### src/hdl/fkv_pkg.sv
// shared types, character codes and key tables of the framed key/value command parser
`timescale 1ns / 1ps
`default_nettype none

package fkv_pkg;

   localparam int NUM_KEYS = 6;

   localparam logic [7:0] CHAR_NEWLINE = 8'h0a;
   localparam logic [7:0] CHAR_OPEN    = 8'h3c;  // <
   localparam logic [7:0] CHAR_CLOSE   = 8'h3e;  // >
   localparam logic [7:0] CHAR_COLON   = 8'h3a;  // :
   localparam logic [7:0] CHAR_PLUS    = 8'h2b;
   localparam logic [7:0] CHAR_MINUS   = 8'h2d;
   localparam logic [7:0] CHAR_ZERO    = 8'h30;

   localparam logic [2:0] MSG_ERROR = 3'd0;
   localparam logic [2:0] MSG_PING  = 3'd1;

   localparam logic [1:0] ERR_NOT_FRAMED  = 2'd0;
   localparam logic [1:0] ERR_NO_COLON    = 2'd1;
   localparam logic [1:0] ERR_UNKNOWN_KEY = 2'd2;

   localparam logic [2:0] KEY_PING = 3'd0;

   typedef enum logic [1:0] {
      LINE_START = 2'd0,
      LINE_KEY   = 2'd1,
      LINE_VALUE = 2'd2
   } line_phase_type;

   typedef enum logic [1:0] {
      NUM_SPACE  = 2'd0,
      NUM_SIGN   = 2'd1,
      NUM_DIGITS = 2'd2,
      NUM_DONE   = 2'd3
   } num_phase_type;

   typedef enum logic [2:0] {
      TRUE_0    = 3'd0,
      TRUE_1    = 3'd1,
      TRUE_2    = 3'd2,
      TRUE_3    = 3'd3,
      TRUE_4    = 3'd4,
      TRUE_HIT  = 3'd5,
      TRUE_MISS = 3'd6
   } true_match_type;

   // per-beat strobes from the line controller to the key and value trackers
   typedef struct packed {
      logic line_end;
      logic key_en;
      logic value_en;
   } fkv_step_type;

   typedef struct packed {
      logic [2:0]  msg_type;
      logic [1:0]  error_code;
      logic        ping_flag;
      logic [31:0] motor_value;
   } fkv_result_type;

   function automatic logic [7:0] to_upper(input logic [7:0] c);
      return (c >= 8'h61 && c <= 8'h7a) ? c - 8'd32 : c;
   endfunction

   function automatic logic [7:0] to_lower(input logic [7:0] c);
      return (c >= 8'h41 && c <= 8'h5a) ? c + 8'd32 : c;
   endfunction

   function automatic logic [3:0] key_len(input logic [2:0] key);
      return (key == KEY_PING) ? 4'd4 : 4'd7;
   endfunction

   // PING, then MOTOR_0 .. MOTOR_4
   function automatic logic [7:0] key_char(input logic [2:0] key, input logic [2:0] pos);
      logic [7:0] c;
      c = 8'h00;
      if (key == KEY_PING) begin
         case (pos)
            3'd0:    c = 8'h50;
            3'd1:    c = 8'h49;
            3'd2:    c = 8'h4e;
            3'd3:    c = 8'h47;
            default: c = 8'h00;
         endcase
      end else begin
         case (pos)
            3'd0:    c = 8'h4d;
            3'd1:    c = 8'h4f;
            3'd2:    c = 8'h54;
            3'd3:    c = 8'h4f;
            3'd4:    c = 8'h52;
            3'd5:    c = 8'h5f;
            3'd6:    c = CHAR_ZERO + {5'd0, key - 3'd1};
            default: c = 8'h00;
         endcase
      end
      return c;
   endfunction

   // lower-case letters of "true"
   function automatic logic [7:0] true_char(input true_match_type st);
      logic [7:0] c;
      case (st)
         TRUE_0:  c = 8'h74;
         TRUE_1:  c = 8'h72;
         TRUE_2:  c = 8'h75;
         TRUE_3:  c = 8'h65;
         default: c = 8'h00;
      endcase
      return c;
   endfunction

endpackage

`default_nettype wire

### src/hdl/fkv_key_match.sv
// case-insensitive key matcher against the known command keys
`timescale 1ns / 1ps
`default_nettype none

module fkv_key_match (
   input  logic                 clock,
   input  logic                 reset,
   input  fkv_pkg::fkv_step_type step,
   input  logic [7:0]           data_byte,
   output logic [2:0]           hit_type   // 0 none, else message type of the key
);
   import fkv_pkg::*;

   logic [NUM_KEYS-1:0] cand_ff, cand_in;
   logic [3:0]          key_len_ff, key_len_in;
   logic [7:0]          upper;

   assign upper = to_upper(data_byte);

   always_comb begin
      cand_in    = cand_ff;
      key_len_in = key_len_ff;
      if (step.line_end) begin
         cand_in    = '1;
         key_len_in = 4'd0;
      end else if (step.key_en) begin
         for (int i = 0; i < NUM_KEYS; i++) begin
            if (cand_ff[i] && (key_len_ff >= key_len(3'(i)) ||
                               key_char(3'(i), key_len_ff[2:0]) != upper)) begin
               cand_in[i] = 1'b0;
            end
         end
         // saturates, such long keys match nothing anyway
         if (key_len_ff != 4'd15) begin
            key_len_in = key_len_ff + 4'd1;
         end
      end
   end

   // first surviving key whose length is complete
   always_comb begin
      hit_type = 3'd0;
      for (int i = NUM_KEYS - 1; i >= 0; i--) begin
         if (cand_ff[i] && key_len_ff == key_len(3'(i))) begin
            hit_type = 3'(i + 1);
         end
      end
   end

   always_ff @(posedge clock) begin
      if (reset) begin
         cand_ff    <= '1;
         key_len_ff <= 4'd0;
      end else begin
         cand_ff    <= cand_in;
         key_len_ff <= key_len_in;
      end
   end

endmodule

`default_nettype wire

### src/hdl/fkv_value_parse.sv
// value tracker: saturating signed decimal parse and the "true" match for ping
`timescale 1ns / 1ps
`default_nettype none

module fkv_value_parse #(
   parameter int VALUE_WIDTH = 32
) (
   input  logic                 clock,
   input  logic                 reset,
   input  fkv_pkg::fkv_step_type step,
   input  logic [7:0]           data_byte,
   output logic [31:0]          motor_value,
   output logic                 ping_true
);
   import fkv_pkg::*;

   localparam int ACC_W = VALUE_WIDTH;
   localparam int PRD_W = VALUE_WIDTH + 4;
   localparam int EXT_W = (VALUE_WIDTH > 32) ? VALUE_WIDTH : 32;
   localparam logic [PRD_W-1:0] POS_MAX = {5'd0, {(VALUE_WIDTH-1){1'b1}}};

   logic [ACC_W-1:0] accum_ff, accum_in;
   logic             neg_ff, neg_in;
   logic             sat_ff, sat_in;
   num_phase_type    num_ff, num_in;
   true_match_type   true_ff, true_in;

   logic             is_digit, is_space;
   logic [3:0]       digit;
   logic [PRD_W-1:0] limit, prod;
   logic [7:0]       lower;
   logic [EXT_W-1:0] ext;

   assign lower = to_lower(data_byte);
   assign digit = 4'(data_byte - CHAR_ZERO);
   assign limit = POS_MAX + PRD_W'(neg_ff);
   // accum * 10 + digit, compared against the signed limit
   assign prod  = {accum_ff, 3'b000} + {2'b00, accum_ff, 1'b0} + PRD_W'(digit);

   always_comb begin
      is_digit = data_byte inside {[8'h30:8'h39]};
      is_space = data_byte inside {8'd32, [8'd9:8'd13]};
   end

   always_comb begin
      accum_in = accum_ff;
      neg_in   = neg_ff;
      sat_in   = sat_ff;
      num_in   = num_ff;
      true_in  = true_ff;
      if (step.line_end) begin
         accum_in = '0;
         neg_in   = 1'b0;
         sat_in   = 1'b0;
         num_in   = NUM_SPACE;
         true_in  = TRUE_0;
      end else if (step.value_en) begin
         case (true_ff)
            TRUE_0:  true_in = (lower == true_char(true_ff)) ? TRUE_1 : TRUE_MISS;
            TRUE_1:  true_in = (lower == true_char(true_ff)) ? TRUE_2 : TRUE_MISS;
            TRUE_2:  true_in = (lower == true_char(true_ff)) ? TRUE_3 : TRUE_MISS;
            TRUE_3:  true_in = (lower == true_char(true_ff)) ? TRUE_4 : TRUE_MISS;
            TRUE_4:  true_in = (data_byte == CHAR_CLOSE) ? TRUE_HIT : TRUE_MISS;
            default: true_in = TRUE_MISS;
         endcase

         if (num_ff == NUM_SPACE && !is_digit) begin
            if (is_space) begin
               num_in = NUM_SPACE;
            end else if (data_byte == CHAR_PLUS || data_byte == CHAR_MINUS) begin
               neg_in = (data_byte == CHAR_MINUS);
               num_in = NUM_SIGN;
            end else begin
               num_in = NUM_DONE;
            end
         end else if (num_ff != NUM_DONE) begin
            if (is_digit) begin
               num_in = NUM_DIGITS;
               if (!sat_ff) begin
                  if (prod > limit) begin
                     accum_in = limit[ACC_W-1:0];
                     sat_in   = 1'b1;
                  end else begin
                     accum_in = prod[ACC_W-1:0];
                  end
               end
            end else begin
               num_in = NUM_DONE;
            end
         end
      end
   end

   always_comb begin
      ext         = EXT_W'(accum_ff);
      motor_value = neg_ff ? 32'(-ext) : ext[31:0];
   end

   assign ping_true = (true_ff == TRUE_HIT);

   always_ff @(posedge clock) begin
      if (reset) begin
         neg_ff  <= 1'b0;
         sat_ff  <= 1'b0;
         num_ff  <= NUM_SPACE;
         true_ff <= TRUE_0;
      end else begin
         neg_ff  <= neg_in;
         sat_ff  <= sat_in;
         num_ff  <= num_in;
         true_ff <= true_in;
      end
   end

   always_ff @(posedge clock) begin
      if (reset) begin
         accum_ff <= '0;
      end else begin
         accum_ff <= accum_in;
      end
   end

endmodule

`default_nettype wire

### src/hdl/fkv_line_ctrl.sv
// line framing state machine and result selection at end of line
`timescale 1ns / 1ps
`default_nettype none

module fkv_line_ctrl (
   input  logic                   clock,
   input  logic                   reset,
   input  logic                   advance,
   input  logic [7:0]             data_byte,
   input  logic [2:0]             hit_type,
   input  logic                   ping_true,
   input  logic [31:0]            motor_value,
   output fkv_pkg::fkv_step_type  step,
   output fkv_pkg::fkv_result_type result
);
   import fkv_pkg::*;

   line_phase_type phase_ff, phase_in;
   logic           framed_ff, framed_in;
   logic           close_ff, close_in;
   logic           is_newline;

   assign is_newline = (data_byte == CHAR_NEWLINE);

   // next state
   always_comb begin
      phase_in  = phase_ff;
      framed_in = framed_ff;
      close_in  = close_ff;
      if (advance) begin
         if (is_newline) begin
            phase_in  = LINE_START;
            framed_in = 1'b0;
            close_in  = 1'b0;
         end else begin
            close_in = (data_byte == CHAR_CLOSE);
            case (phase_ff)
               LINE_START: begin
                  framed_in = (data_byte == CHAR_OPEN);
                  phase_in  = LINE_KEY;
               end
               LINE_KEY: begin
                  if (data_byte == CHAR_COLON) begin
                     phase_in = LINE_VALUE;
                  end
               end
               default: phase_in = phase_ff;
            endcase
         end
      end
   end

   // outputs
   always_comb begin
      step.line_end = advance && is_newline;
      step.key_en   = advance && !is_newline && phase_ff == LINE_KEY &&
                      data_byte != CHAR_COLON;
      step.value_en = advance && !is_newline && phase_ff == LINE_VALUE;

      result.msg_type    = MSG_ERROR;
      result.error_code  = ERR_NOT_FRAMED;
      result.ping_flag   = 1'b0;
      result.motor_value = 32'd0;
      if (phase_ff == LINE_START || !framed_ff || !close_ff) begin
         result.error_code = ERR_NOT_FRAMED;
      end else if (phase_ff != LINE_VALUE) begin
         result.error_code = ERR_NO_COLON;
      end else if (hit_type == MSG_ERROR) begin
         result.error_code = ERR_UNKNOWN_KEY;
      end else if (hit_type == MSG_PING) begin
         result.msg_type  = MSG_PING;
         result.ping_flag = ping_true;
      end else begin
         result.msg_type    = hit_type;
         result.motor_value = motor_value;
      end
   end

   always_ff @(posedge clock) begin
      if (reset) begin
         phase_ff  <= LINE_START;
         framed_ff <= 1'b0;
         close_ff  <= 1'b0;
      end else begin
         phase_ff  <= phase_in;
         framed_ff <= framed_in;
         close_ff  <= close_in;
      end
   end

endmodule

`default_nettype wire

### src/hdl/framed_key_value_command_parser.sv
// top level of the framed key/value command parser
`timescale 1ns / 1ps
`default_nettype none

// channel   direction  beat contents
// req_      in         one received character per beat, newline ends the line
// rsp_      out        one result per line, kind in tuser, details in tdata
//
// one character per cycle while no newline waits: a beat lands in the input register,
// and the framing, key and value trackers update from it in the next cycle unless it waits
// a newline beat also loads the result register; it waits in the input register only
// while the result register is still full and not being taken, other beats never wait
// reset is synchronous, active high, and returns the parser to start of line
// rsp_tready low holds back only newline beats; characters keep flowing until a
// waiting newline fills the input register, then req_tready drops as well

module framed_key_value_command_parser #(
   parameter int VALUE_WIDTH = 32
) (
   input  logic        clock,
   input  logic        reset,
   input  logic        req_tvalid,
   output logic        req_tready,
   input  logic [7:0]  req_tdata,   // [7:0] data_byte
   output logic        rsp_tvalid,
   input  logic        rsp_tready,
   output logic [39:0] rsp_tdata,   // [1:0] error_code, [2] ping_flag, [34:3] motor_value
   output logic [2:0]  rsp_tuser    // [2:0] msg_type
);
   import fkv_pkg::*;

   // input register
   logic       in_valid_ff, in_valid_in;
   logic [7:0] in_byte_ff;

   // result register
   logic           out_valid_ff, out_valid_in;
   fkv_result_type out_ff;

   logic           advance;
   logic           out_free;
   fkv_step_type   step;
   fkv_result_type result;
   logic [2:0]     hit_type;
   logic           ping_true;
   logic [31:0]    motor_value;

   assign out_free   = !out_valid_ff || rsp_tready;
   // a character that is not a newline never needs room in the result register
   assign advance    = in_valid_ff && (out_free || in_byte_ff != CHAR_NEWLINE);
   assign req_tready = !in_valid_ff || advance;

   assign in_valid_in  = (req_tvalid && req_tready) || (in_valid_ff && !advance);
   assign out_valid_in = (out_valid_ff && !rsp_tready) || step.line_end;

   always_ff @(posedge clock) begin
      if (reset) begin
         in_valid_ff  <= 1'b0;
         out_valid_ff <= 1'b0;
      end else begin
         in_valid_ff  <= in_valid_in;
         out_valid_ff <= out_valid_in;
      end
   end

   always_ff @(posedge clock) begin
      if (req_tvalid && req_tready) begin
         in_byte_ff <= req_tdata;
      end
      if (step.line_end) begin
         out_ff <= result;
      end
   end

   fkv_line_ctrl u_line_ctrl (
      .clock       (clock),
      .reset       (reset),
      .advance     (advance),
      .data_byte   (in_byte_ff),
      .hit_type    (hit_type),
      .ping_true   (ping_true),
      .motor_value (motor_value),
      .step        (step),
      .result      (result)
   );

   fkv_key_match u_key_match (
      .clock     (clock),
      .reset     (reset),
      .step      (step),
      .data_byte (in_byte_ff),
      .hit_type  (hit_type)
   );

   fkv_value_parse #(
      .VALUE_WIDTH (VALUE_WIDTH)
   ) u_value_parse (
      .clock       (clock),
      .reset       (reset),
      .step        (step),
      .data_byte   (in_byte_ff),
      .motor_value (motor_value),
      .ping_true   (ping_true)
   );

   assign rsp_tvalid = out_valid_ff;
   assign rsp_tuser  = out_ff.msg_type;
   assign rsp_tdata  = {5'd0, out_ff.motor_value, out_ff.ping_flag, out_ff.error_code};

endmodule

`default_nettype wire

### config.mk
export PLATFORM = sky130hd
export DESIGN_NAME = framed_key_value_command_parser
export DESIGN_NICKNAME = d
export VERILOG_FILES = /design/src/hdl/fkv_pkg.sv /design/src/hdl/fkv_key_match.sv /design/src/hdl/fkv_value_parse.sv /design/src/hdl/fkv_line_ctrl.sv /design/src/hdl/framed_key_value_command_parser.sv
export SDC_FILE = /design/constraint.sdc
export NUM_CORES = 1
export LEC_CHECK = 0
export BUFFER_PORTS_ARGS = -buffer_cell sky130_fd_sc_hd__buf_2
export CAP_MARGIN = 20
export CORE_MARGIN = 4
export CORE_UTILIZATION = 45
export CTS_BUF_LIST = sky130_fd_sc_hd__clkbuf_4
export CTS_CLUSTER_DIAMETER = 50
export DETAILED_ROUTE_END_ITERATION = 8
export GPL_ROUTABILITY_DRIVEN = 1
export PLACE_DENSITY = 0.74
export RECOVER_POWER = 50
export SLEW_MARGIN = 10
export SYNTH_ARGS = -nofsm -noshare
export SYNTH_HDL_FRONTEND = slang
export SYNTH_SLANG_ARGS = --single-unit
### constraint.sdc
create_clock -name clock -period 7 [get_ports clock]
set_clock_uncertainty 0.05 [all_clocks]
set_input_delay 0.7 -clock clock [delete_from_list [all_inputs] [get_ports clock]]
set_output_delay 0.7 -clock clock [all_outputs]
set_load 0.03 [all_outputs]
==> results.toml, run 1 <==
[sta]
hold_slack_ns = 0.339
hold_viol_final = 0
final-setup-viol-count = 0
setup_tns_ns = 0
post-route-min-period_ns = 5.91
timing.fmax_mhz = 169
rsz0062_at_grt = "false"
drv_slew = 34
period_share = 0.844
worstMarginPinSlew_ns = 1.69
slew_headroom = -0.127

[power_and_ir_drop]
p_leak_nw = 3.48
power-per-cell-area_nw_per_um2 = 121
vdd_drop_max_v = 0.0000808

[floorplan]
num_rows = 48
io_pins = 57
die_w_um = 142
start_util = 0.464
coreArea_um2 = 17400
die_h_um = 142
die_area_um2 = 20100

[route]
ant_nets = 0
vias = 7109
first_pass_iters = 5
wirelength_um = 19700
via_per_inst = 5.86
drtIter0Drc = 573
wl_per_cell_um = 16.2
drc = 0

[job]
maxCapViolCount = 1

[placed_design]
placed_cells = 1196
placed_cell_area_um2 = 8460
dp_hpwl_um = 15000
io_buffers = 51
place_congestion = 0.985

[synth]
ys_seq_elements = 101
yosysWarningCount = 0
async_reset_ff_frac = 0
synthAdderAreaFrac = 0.168
synth_flop_cell = "dfxtp_1"
synth_compound_area_frac = 0.186
synth_edf_count = 46
muxShareOfSynthArea = 0.00496
syn_inst = 960
netlist_area_um2 = 8070
ys_seq_area_frac = 0.307
synth_cell_types = 67
synth-simple-area-share = 0.210
syn_area_per_cell_um2 = 8.41
synth_top_family_by_area = "simple AND/OR/NAND/NOR gates"
synth_xor_area_frac = 0.0803

[clock_tree]
path_clk_slew_ns = 0.17
tritoncts = "yes"
clk-insertion-delay-late_ns = 0.48
cts.sinks = 101
cts_made_buffers = 9
cts_setup_buffers = 0
cts_hold_buf = 0
cts_max_level = 3
cts-root-buf = "clkbuf_4"
post_cts_resized = 0
cts_buffer_depth = 2

[setup_path]
cp.arrival_ns = 6.25
reg2reg_slack_ns = 1.09
setup.worst_path.class = "reg -> reg"
crit_path_max_fanout = 16
reg2reg_depth = 20
timing.critical_path.mode_cell = "o211ai_1"
r2r-start = "in_byte_ff[3]$_DFFE_PP_"
required_ns = 7.34
start_kind = "flip-flop"
slowest_stage = "edfxtp_1"
cp_cell_sequence = "fa_1 > ha_1 > o211ai_1 > o211ai_1 > a31oi_1 > o41ai_1 > a31oi_1 > o31a_1 > xnor2_1 > ha_1 > a21oi_1 > o21ai_0 > nor2_1 > o211ai_1 > a21oi_1 > o211ai_1 > or4_1 > a31o_1 > buf_8 > nor3_1"
end_kind = "flip-flop"
critPathMaxStageDelay_ns = 0.64
reg2reg_to = "u_value_parse.accum_ff[12]$_SDFFE_PP0P_"

[hold_path]
hold-path-cell-count = 1
worstHoldPathType = "in -> reg"
hold_path_end = "in_byte_ff[1]$_DFFE_PP_"
min_from = "req_tdata[1]"

[final_layout]
area_growth_syn_to_layout_pct = 5.98
drive_gt1_frac = 0.0547
nets = 1102
fin_cells = 1214
fin_area_um2 = 8560
fin_util = 0.491

[global_routing]
grt-ovfl-total = 0
grt_pass1_wl_um = 32900
grt_usage = 0.196
antenna_found_initial = 1
grt_pass1_vias = 6596
grt_max_degree = 65

[run_status]
status = "finished, violations left"
failed_checks = "max-capacitance violations, max-slew violations"
[where the power goes]
| part | internal [mW] | switching, mW |
|---|---|---|
| Sequential | 0.619 | 0.0149 |
| Combinational | 0.0281 | 0.0471 |
| Clock | 0.115 | 0.216 |
[flip-flops by register name, summed over array words and instances, names as in the netlist, 2 cells and up]
register / flops
u_key_match.key_len_ff: 4
rsp_tdata: 35
rsp_tuser: 3
u_line_ctrl.phase_ff: 2
u_value_parse.accum_ff: 32
in_byte_ff: 8
u_value_parse.true_ff: 3
u_value_parse.num_ff: 2
u_key_match.cand_ff: 6
[layout by cell type (no fill, tap or decap), types with 4 or more instances in the layout]
| cell | count |
|---|---|
| dfxtp_1 | 54 |
| buf_2 | 12 |
| o21ai_0 | 58 |
| xor2_1 | 47 |
| inv_1 | 30 |
| a211oi_1 | 7 |
| nand2_1 | 56 |
| or2_2 | 5 |
| ha_1 | 105 |
| a31oi_1 | 17 |
| or3_1 | 6 |
| nor3_1 | 70 |
| o22ai_1 | 4 |
| clkbuf_1 | 40 |
| a21oi_1 | 82 |
| o211ai_1 | 11 |
| a21o_1 | 10 |
| mux2i_1 | 4 |
| xnor2_1 | 27 |
| nor2b_1 | 8 |
| clkbuf_4 | 9 |
| buf_4 | 5 |
| nor2_1 | 115 |
| and2_1 | 5 |
| edfxtp_1 | 46 |
| nand4_1 | 18 |
| o31ai_1 | 8 |
| nand2b_1 | 10 |
| or4_1 | 6 |
| o21bai_1 | 5 |
| and3_1 | 4 |
| o21ai_1 | 4 |
| conb_1 | 5 |
| nand3_1 | 23 |
| nor4_1 | 9 |
| o41ai_1 | 6 |
[area by class of cell]
type	count	area (µm²)
Fill cell	1684	8860
Multi-Input combinational cell	782	5260
Sequential cell	101	2490
Tap cell	225	282
Timing Repair Buffer	58	263
Inverter	31	116
Clock inverter	7	78.8
Clock buffer	9	67.6
Antenna cell	1	2.50
[worst max-delay path: cells and delay by family (launching register included)]
| family | cells | cell delay, ns |
|---|---|---|
| AND/OR/NAND/NOR | 3 | 0.78 |
| XOR/XNOR | 1 | 0.21 |
| AO/OA/AOI/OAI | 12 | 2.73 |
| adder cells (fa/ha/maj) | 3 | 1.15 |
| flip-flops | 1 | 0.64 |
| buffers and inverters | 1 | 0.26 |
[metrics by stage]
stage / total power, mW / setup WS, ns
finish: 1.04 / 1.09
global route: 1.08 / 0.544
CTS: 1.05 / 1.08
detailed placement: 0.721 / 1.15
global placement: 0.719 / 1.13
floorplan: 0.704 / 1.98
[cell families (layout without fill, tap and decap cells)]
kind of cell               count (synthesis)  after routing
xor gates and xnor gates                  74             74
muxes                                      4              4
AOI/OAI and AO/OA                        242            242
and+or+nand+nor                          350            350
adders and majority gates                107            107
buffers and inverters                     81            105
other                                      1              6
DFF                                      101            101
[layer usage]
metal | GRT usage | vias up | part of all wire
met5 | 0 | - | 0
met2 | 0.292 | 203 | 0.43
met3 | 0.0242 | 14 | 0.058
li1 | - | 3570 | -
met4 | 0.0460 | 0 | 0.012
met1 | 0.303 | 3322 | 0.50
[synth_stat cells, types with 7 or more instances]
master,instances,area share
dfxtp_1,55,0.14
clkbuf_1,36,0.017
o211ai_1,11,0.010
nor4_1,9,0.0070
o31ai_1,8,0.0074
nor2_1,115,0.053
xor2_1,47,0.051
nand4_1,18,0.014
a21oi_1,82,0.051
nor2b_1,9,0.0070
a21o_1,10,0.0093
nand2b_1,10,0.0077
xnor2_1,27,0.029
a211oi_1,7,0.0065
ha_1,105,0.16
edfxtp_1,46,0.17
nand2_1,56,0.026
inv_1,29,0.013
nor3_1,70,0.043
a31oi_1,17,0.013
o21ai_0,57,0.035
nand3_1,23,0.014
[how the worst max path moves through the flow]
stage,from,endpoint,slack (ns),cells past startpoint
after global placement,in_byte_ff[3]$_DFFE_PP_,u_value_parse.accum_ff[1]$_SDFFE_PP0P_,1.13,19
after detailed placement,in_byte_ff[3]$_DFFE_PP_,u_value_parse.accum_ff[1]$_SDFFE_PP0P_,1.15,20
after global routing,in_byte_ff[3]$_DFFE_PP_,u_value_parse.accum_ff[3]$_SDFFE_PP0P_,0.54,20
after floorplan,in_byte_ff[3]$_DFFE_PP_,u_value_parse.accum_ff[0]$_SDFFE_PP0P_,1.98,21
after CTS,in_byte_ff[3]$_DFFE_PP_,u_value_parse.accum_ff[11]$_SDFFE_PP0P_,1.08,20
final,in_byte_ff[3]$_DFFE_PP_,u_value_parse.accum_ff[12]$_SDFFE_PP0P_,1.09,20
Note: power is estimated with default switching activity, not from simulation.
==> run 2: changes to the inputs <==
Clock period 7 ns to 5.55 ns, I/O delays scaled along.
==> results.toml, run 2 (synthesis gave the netlist of run 1 again) <==
[run_status]
status = "finished, violations left"
failed_checks = "max-capacitance violations, max-slew violations"

[setup_path]
cp.arrival_ns = 5.53
required_ns = 5.84
start_kind = "flip-flop"
end_kind = "flip-flop"
cp_cell_sequence = "fa_1 > fa_1 > a211oi_2 > o21ai_1 > a21oi_1 > o21ai_0 > and2_1 > a41oi_1 > xnor2_1 > ha_1 > nand4_1 > nor4_2 > nand4_1 > o21ai_0 > o211ai_1 > or4_4 > buf_4 > nor3_1 > nor3_1"
critPathMaxStageDelay_ns = 0.55
slowest_stage = "fa_1"
setup.worst_path.class = "reg -> reg"
crit_path_max_fanout = 21

[clock_tree]
path_clk_slew_ns = 0.16
cts_hold_buf = 0
cts_max_level = 3
cts_made_buffers = 9
clk-insertion-delay-late_ns = 0.46
cts-root-buf = "clkbuf_4"
cts.sinks = 101
cts_buffer_depth = 2
tritoncts = "yes"

[final_layout]
largest_register_ff_count = 35
fin_util = 0.494
layout_common_cells = "nor2_1 (114), ha_1 (105), a21oi_1 (82)"
final_common_cell = "nor2_1"
drive_gt1_frac = 0.0644
area_growth_syn_to_layout_pct = 6.51
nets = 1108

[power_and_ir_drop]
p_leak_nw = 3.49
power.total_mw = 1.25
vdd_drop_max_v = 0.0000888
power-per-cell-area_nw_per_um2 = 145

[placed_design]
place_congestion = 0.993
io_buffers = 51
dp_hpwl_um = 15600

[route]
wl_per_cell_um = 16.5
first_pass_iters = 5
wirelength_um = 20100
ant_nets = 0
vias = 7206
drc = 0
via_per_inst = 5.91
drtIter0Drc = 578

[sta]
period_share = 0.944
setup_tns_ns = 0
hold_slack_ns = 0.207
slew_headroom = -0.383
worstMarginPinSlew_ns = 2.07
post-route-min-period_ns = 5.24
drv_slew = 41
final-setup-viol-count = 0
timing.fmax_mhz = 191
hold_viol_final = 0

[floorplan]
coreArea_um2 = 17400
start_util = 0.464
num_rows = 48
die_w_um = 142
io_pins = 57
die_h_um = 142
die_area_um2 = 20100

[global_routing]
grt-ovfl-total = 0
grt_pass1_vias = 6380
grt_max_degree = 41
antenna_found_initial = 1
grt_pass1_wl_um = 33100
grt_usage = 0.199

[hold_path]
worstHoldPathType = "in -> reg"

[job]
maxCapViolCount = 1
==> run 2: final cells by class <==
class                           instances  area (µm²)
Antenna cell                            1        2.50
Clock buffer                           12        90.1
Clock inverter                          4        25.0
Fill cell                            1650        8820
Inverter                               31         116
Multi-Input combinational cell        782        5300
Sequential cell                       101        2480
Tap cell                              225         282
Timing Repair Buffer                   64         298
==> run 2: worst max-delay path, delay by kind of cell, from the launching register on <==
kind	cells	cell delay, ns
XOR/XNOR	1	0.14
AO/OA/AOI/OAI	7	1.15
buffers and inverters	1	0.24
adder cells (fa/ha/maj)	3	1.36
AND/OR/NAND/NOR	7	1.74
flip-flops	1	0.44
==> run 2: path summary, 6_finish.rpt <==
| check | from | end | slack [ns] | cells after the start |
|---|---|---|---|---|
| setup / recovery | in_byte_ff[3]$_DFFE_PP_ | u_value_parse.accum_ff[14]$_SDFFE_PP0P_ | 0.31 | 19 |
| hold / removal | req_tdata[0] | in_byte_ff[0]$_DFFE_PP_ | 0.21 | 1 |
| setup reg to reg | in_byte_ff[3]$_DFFE_PP_ | u_value_parse.accum_ff[14]$_SDFFE_PP0P_ | 0.31 | 19 |
| hold reg to reg | u_line_ctrl.close_ff$_SDFFE_PP0P_ | u_line_ctrl.close_ff$_SDFFE_PP0P_ | 0.43 | 2 |
==> run 2: metrics by stage <==
stage | instances | setup slack, ns | cell area, µm²
global route | 1220 | -0.0676 | 8600
finish | 1220 | 0.312 | 8600
floorplan | 964 | 0.529 | 8090
global placement | 1202 | 0.273 | 8500
detailed placement | 1202 | 0.112 | 8500
CTS | 1218 | 0.0797 | 8610
==> run 2: layer usage <==
metal	wire length, µm	track usage	vias up
met2	8220	0.276	264
met5	0	0	-
met4	312	0.0540	0
li1	-	-	3588
met3	1570	0.0339	19
met1	10000	0.314	3335
==> run 2: timing repair <==
action | 4_1_cts | 5_1_grt
endpoints found under the setup margin | 0 | 33
endpoints found under the hold margin | 0 | 0
resized for setup | 0 | 9
buffers inserted | 0 | 0
==> run 2: power breakdown <==
part           switching, mW  internal, mW  total (mW)  leakage (nW)
registers             0.0173         0.781       0.798         0.810
clock network          0.243         0.107       0.350        0.0654
logic                 0.0625        0.0357      0.0982          2.62
==> run 3: changes to the inputs <==
Settings changed: CELL_PAD_IN_SITES_DETAIL_PLACEMENT set to 1, CELL_PAD_IN_SITES_GLOBAL_PLACEMENT set to 1, PLACE_DENSITY 0.74 to 0.9.
==> results.toml, run 3 (synthesis gave the netlist of run 1 again) <==
[route]
via_per_inst = 6.25
first_pass_iters = 5
wl_per_cell_um = 21.3
drtIter0Drc = 600
wirelength_um = 26100
vias = 7654
drc = 0
ant_nets = 0

[clock_tree]
cts_made_buffers = 9
cts_hold_buf = 0
tritoncts = "yes"
clk-insertion-delay-late_ns = 0.49
cts_max_level = 3
cts-root-buf = "clkbuf_4"
cts_buffer_depth = 2
cts.sinks = 101
path_clk_slew_ns = 0.18

[floorplan]
num_rows = 48
die_h_um = 142
coreArea_um2 = 17400
io_pins = 57
die_w_um = 142
die_area_um2 = 20100
start_util = 0.464

[sta]
slew_headroom = -0.443
setup_tns_ns = 0
worstMarginPinSlew_ns = 2.17
drv_slew = 41
timing.fmax_mhz = 189
final-setup-viol-count = 0
hold_viol_final = 0
period_share = 0.955
post-route-min-period_ns = 5.30

[hold_path]
worstHoldPathType = "in -> reg"

[final_layout]
layout_common_cells = "nor2_1 (114), ha_1 (104), a21oi_1 (82)"
num-fill-cells = 2099
drive_gt1_frac = 0.0842
fin_util = 0.503
final_common_cell = "nor2_1"
largest_register_ff_count = 35
nets = 1112
area_growth_syn_to_layout_pct = 8.54

[global_routing]
antenna_found_initial = 1
use_met1 = 0.357
met3_usage = 0.0383
grt-ovfl-total = 0
grt_usage = 0.253
grt_max_degree = 41
grt_pass1_wl_um = 41000
busiest_layer = "met2"
met2_usage = 0.410
grt_pass1_vias = 7661

[setup_path]
required_ns = 5.88
setup.worst_path.class = "reg -> reg"
cp.arrival_ns = 5.63
start_kind = "flip-flop"
end_kind = "flip-flop"
crit_path_max_fanout = 30

[run_status]
status = "finished, violations left"
failed_checks = "max-capacitance violations, max-slew violations"

[power_and_ir_drop]
vdd_drop_max_v = 0.000137
power-per-cell-area_nw_per_um2 = 152
p_leak_nw = 3.56

[job]
maxCapViolCount = 1

[placed_design]
dp_hpwl_um = 19300
io_buffers = 51
place_congestion = 0.905
-- run 3: cell count changes in the layout (fill, tap and decap cells not counted), sizes merged --
cell,delta
bufinv,+1
buf,+5
clkinv,-1
inv,+1
clkinvlp,+1
clkbuf,-3
-- run 3: layout make-up --
class                           count  area, µm²  share of cell area
Antenna cell                        1       2.50            0.000286
Clock buffer                       10       75.1             0.00857
Clock inverter                      6       70.1             0.00800
Inverter                           31        116              0.0133
Multi-Input combinational cell    782       5380               0.614
Sequential cell                   101       2480               0.284
Tap cell                          225        282              0.0321
Timing Repair Buffer               68        349              0.0398
-- run 3: worst paths after layout --
check	cells past startpoint	from	slack, ns	end
setup / recovery	21	u_value_parse.accum_ff[3]$_SDFFE_PP0P_	0.25	u_value_parse.accum_ff[8]$_SDFFE_PP0P_
hold / removal	1	req_tdata[7]	0.17	in_byte_ff[7]$_DFFE_PP_
setup reg to reg	21	u_value_parse.accum_ff[3]$_SDFFE_PP0P_	0.25	u_value_parse.accum_ff[8]$_SDFFE_PP0P_
hold reg to reg	2	u_line_ctrl.close_ff$_SDFFE_PP0P_	0.44	u_line_ctrl.close_ff$_SDFFE_PP0P_
-- run 3: worst max-delay path, cell delays in order (launching register included) --
cell      delay, ns
dfxtp_1        0.53
ha_1           0.30
ha_1           0.39
o211ai_1       0.12
o211ai_1       0.29
a31oi_2        0.18
o41ai_2        0.30
buf_4          0.18
a31oi_2        0.12
o31a_1         0.31
xnor2_2        0.16
ha_1           0.32
a21oi_1        0.13
o21ai_0        0.12
nor2_1         0.11
o211ai_1       0.10
a21oi_1        0.15
o211ai_1       0.10
or4_4          0.53
a31o_1         0.28
buf_12         0.18
nor3_1         0.21
-- run 3: per-layer routing --
metal | up-vias | share of wire
li1 | 3579 | -
met1 | 3764 | 0.45
met2 | 268 | 0.47
met3 | 43 | 0.065
met4 | 0 | 0.019
met5 | - | 0
-- run 3: power by group --
group / total [mW] / switching (mW) / internal [mW]
sequential: 0.796 / 0.0148 / 0.781
combinational: 0.113 / 0.0742 / 0.0390
clock: 0.426 / 0.280 / 0.146
total: 1.34 / 0.369 / 0.966
-- run 3: what timing repair did --
action	4_1_cts	5_1_grt
setup endpoints to repair	0	33
gates resized for setup	0	24
setup buffers	0	2
endpoints found under the hold margin	0	0
-- run 3: stage by stage --
step                      setup slack (ns)  area [µm²]  cells  hold slack, ns  power, mW
final                                0.250        8760   1224           0.175       1.34
after global routing              -0.00835        8760   1224           0.146       1.38
after CTS                           0.0754        8680   1220           0.152       1.33
after detailed placement             0.169        8530   1204           0.423      0.918
after global placement               0.319        8520   1203           0.404      0.912
after floorplan                      0.529        8090    964           0.385      0.887
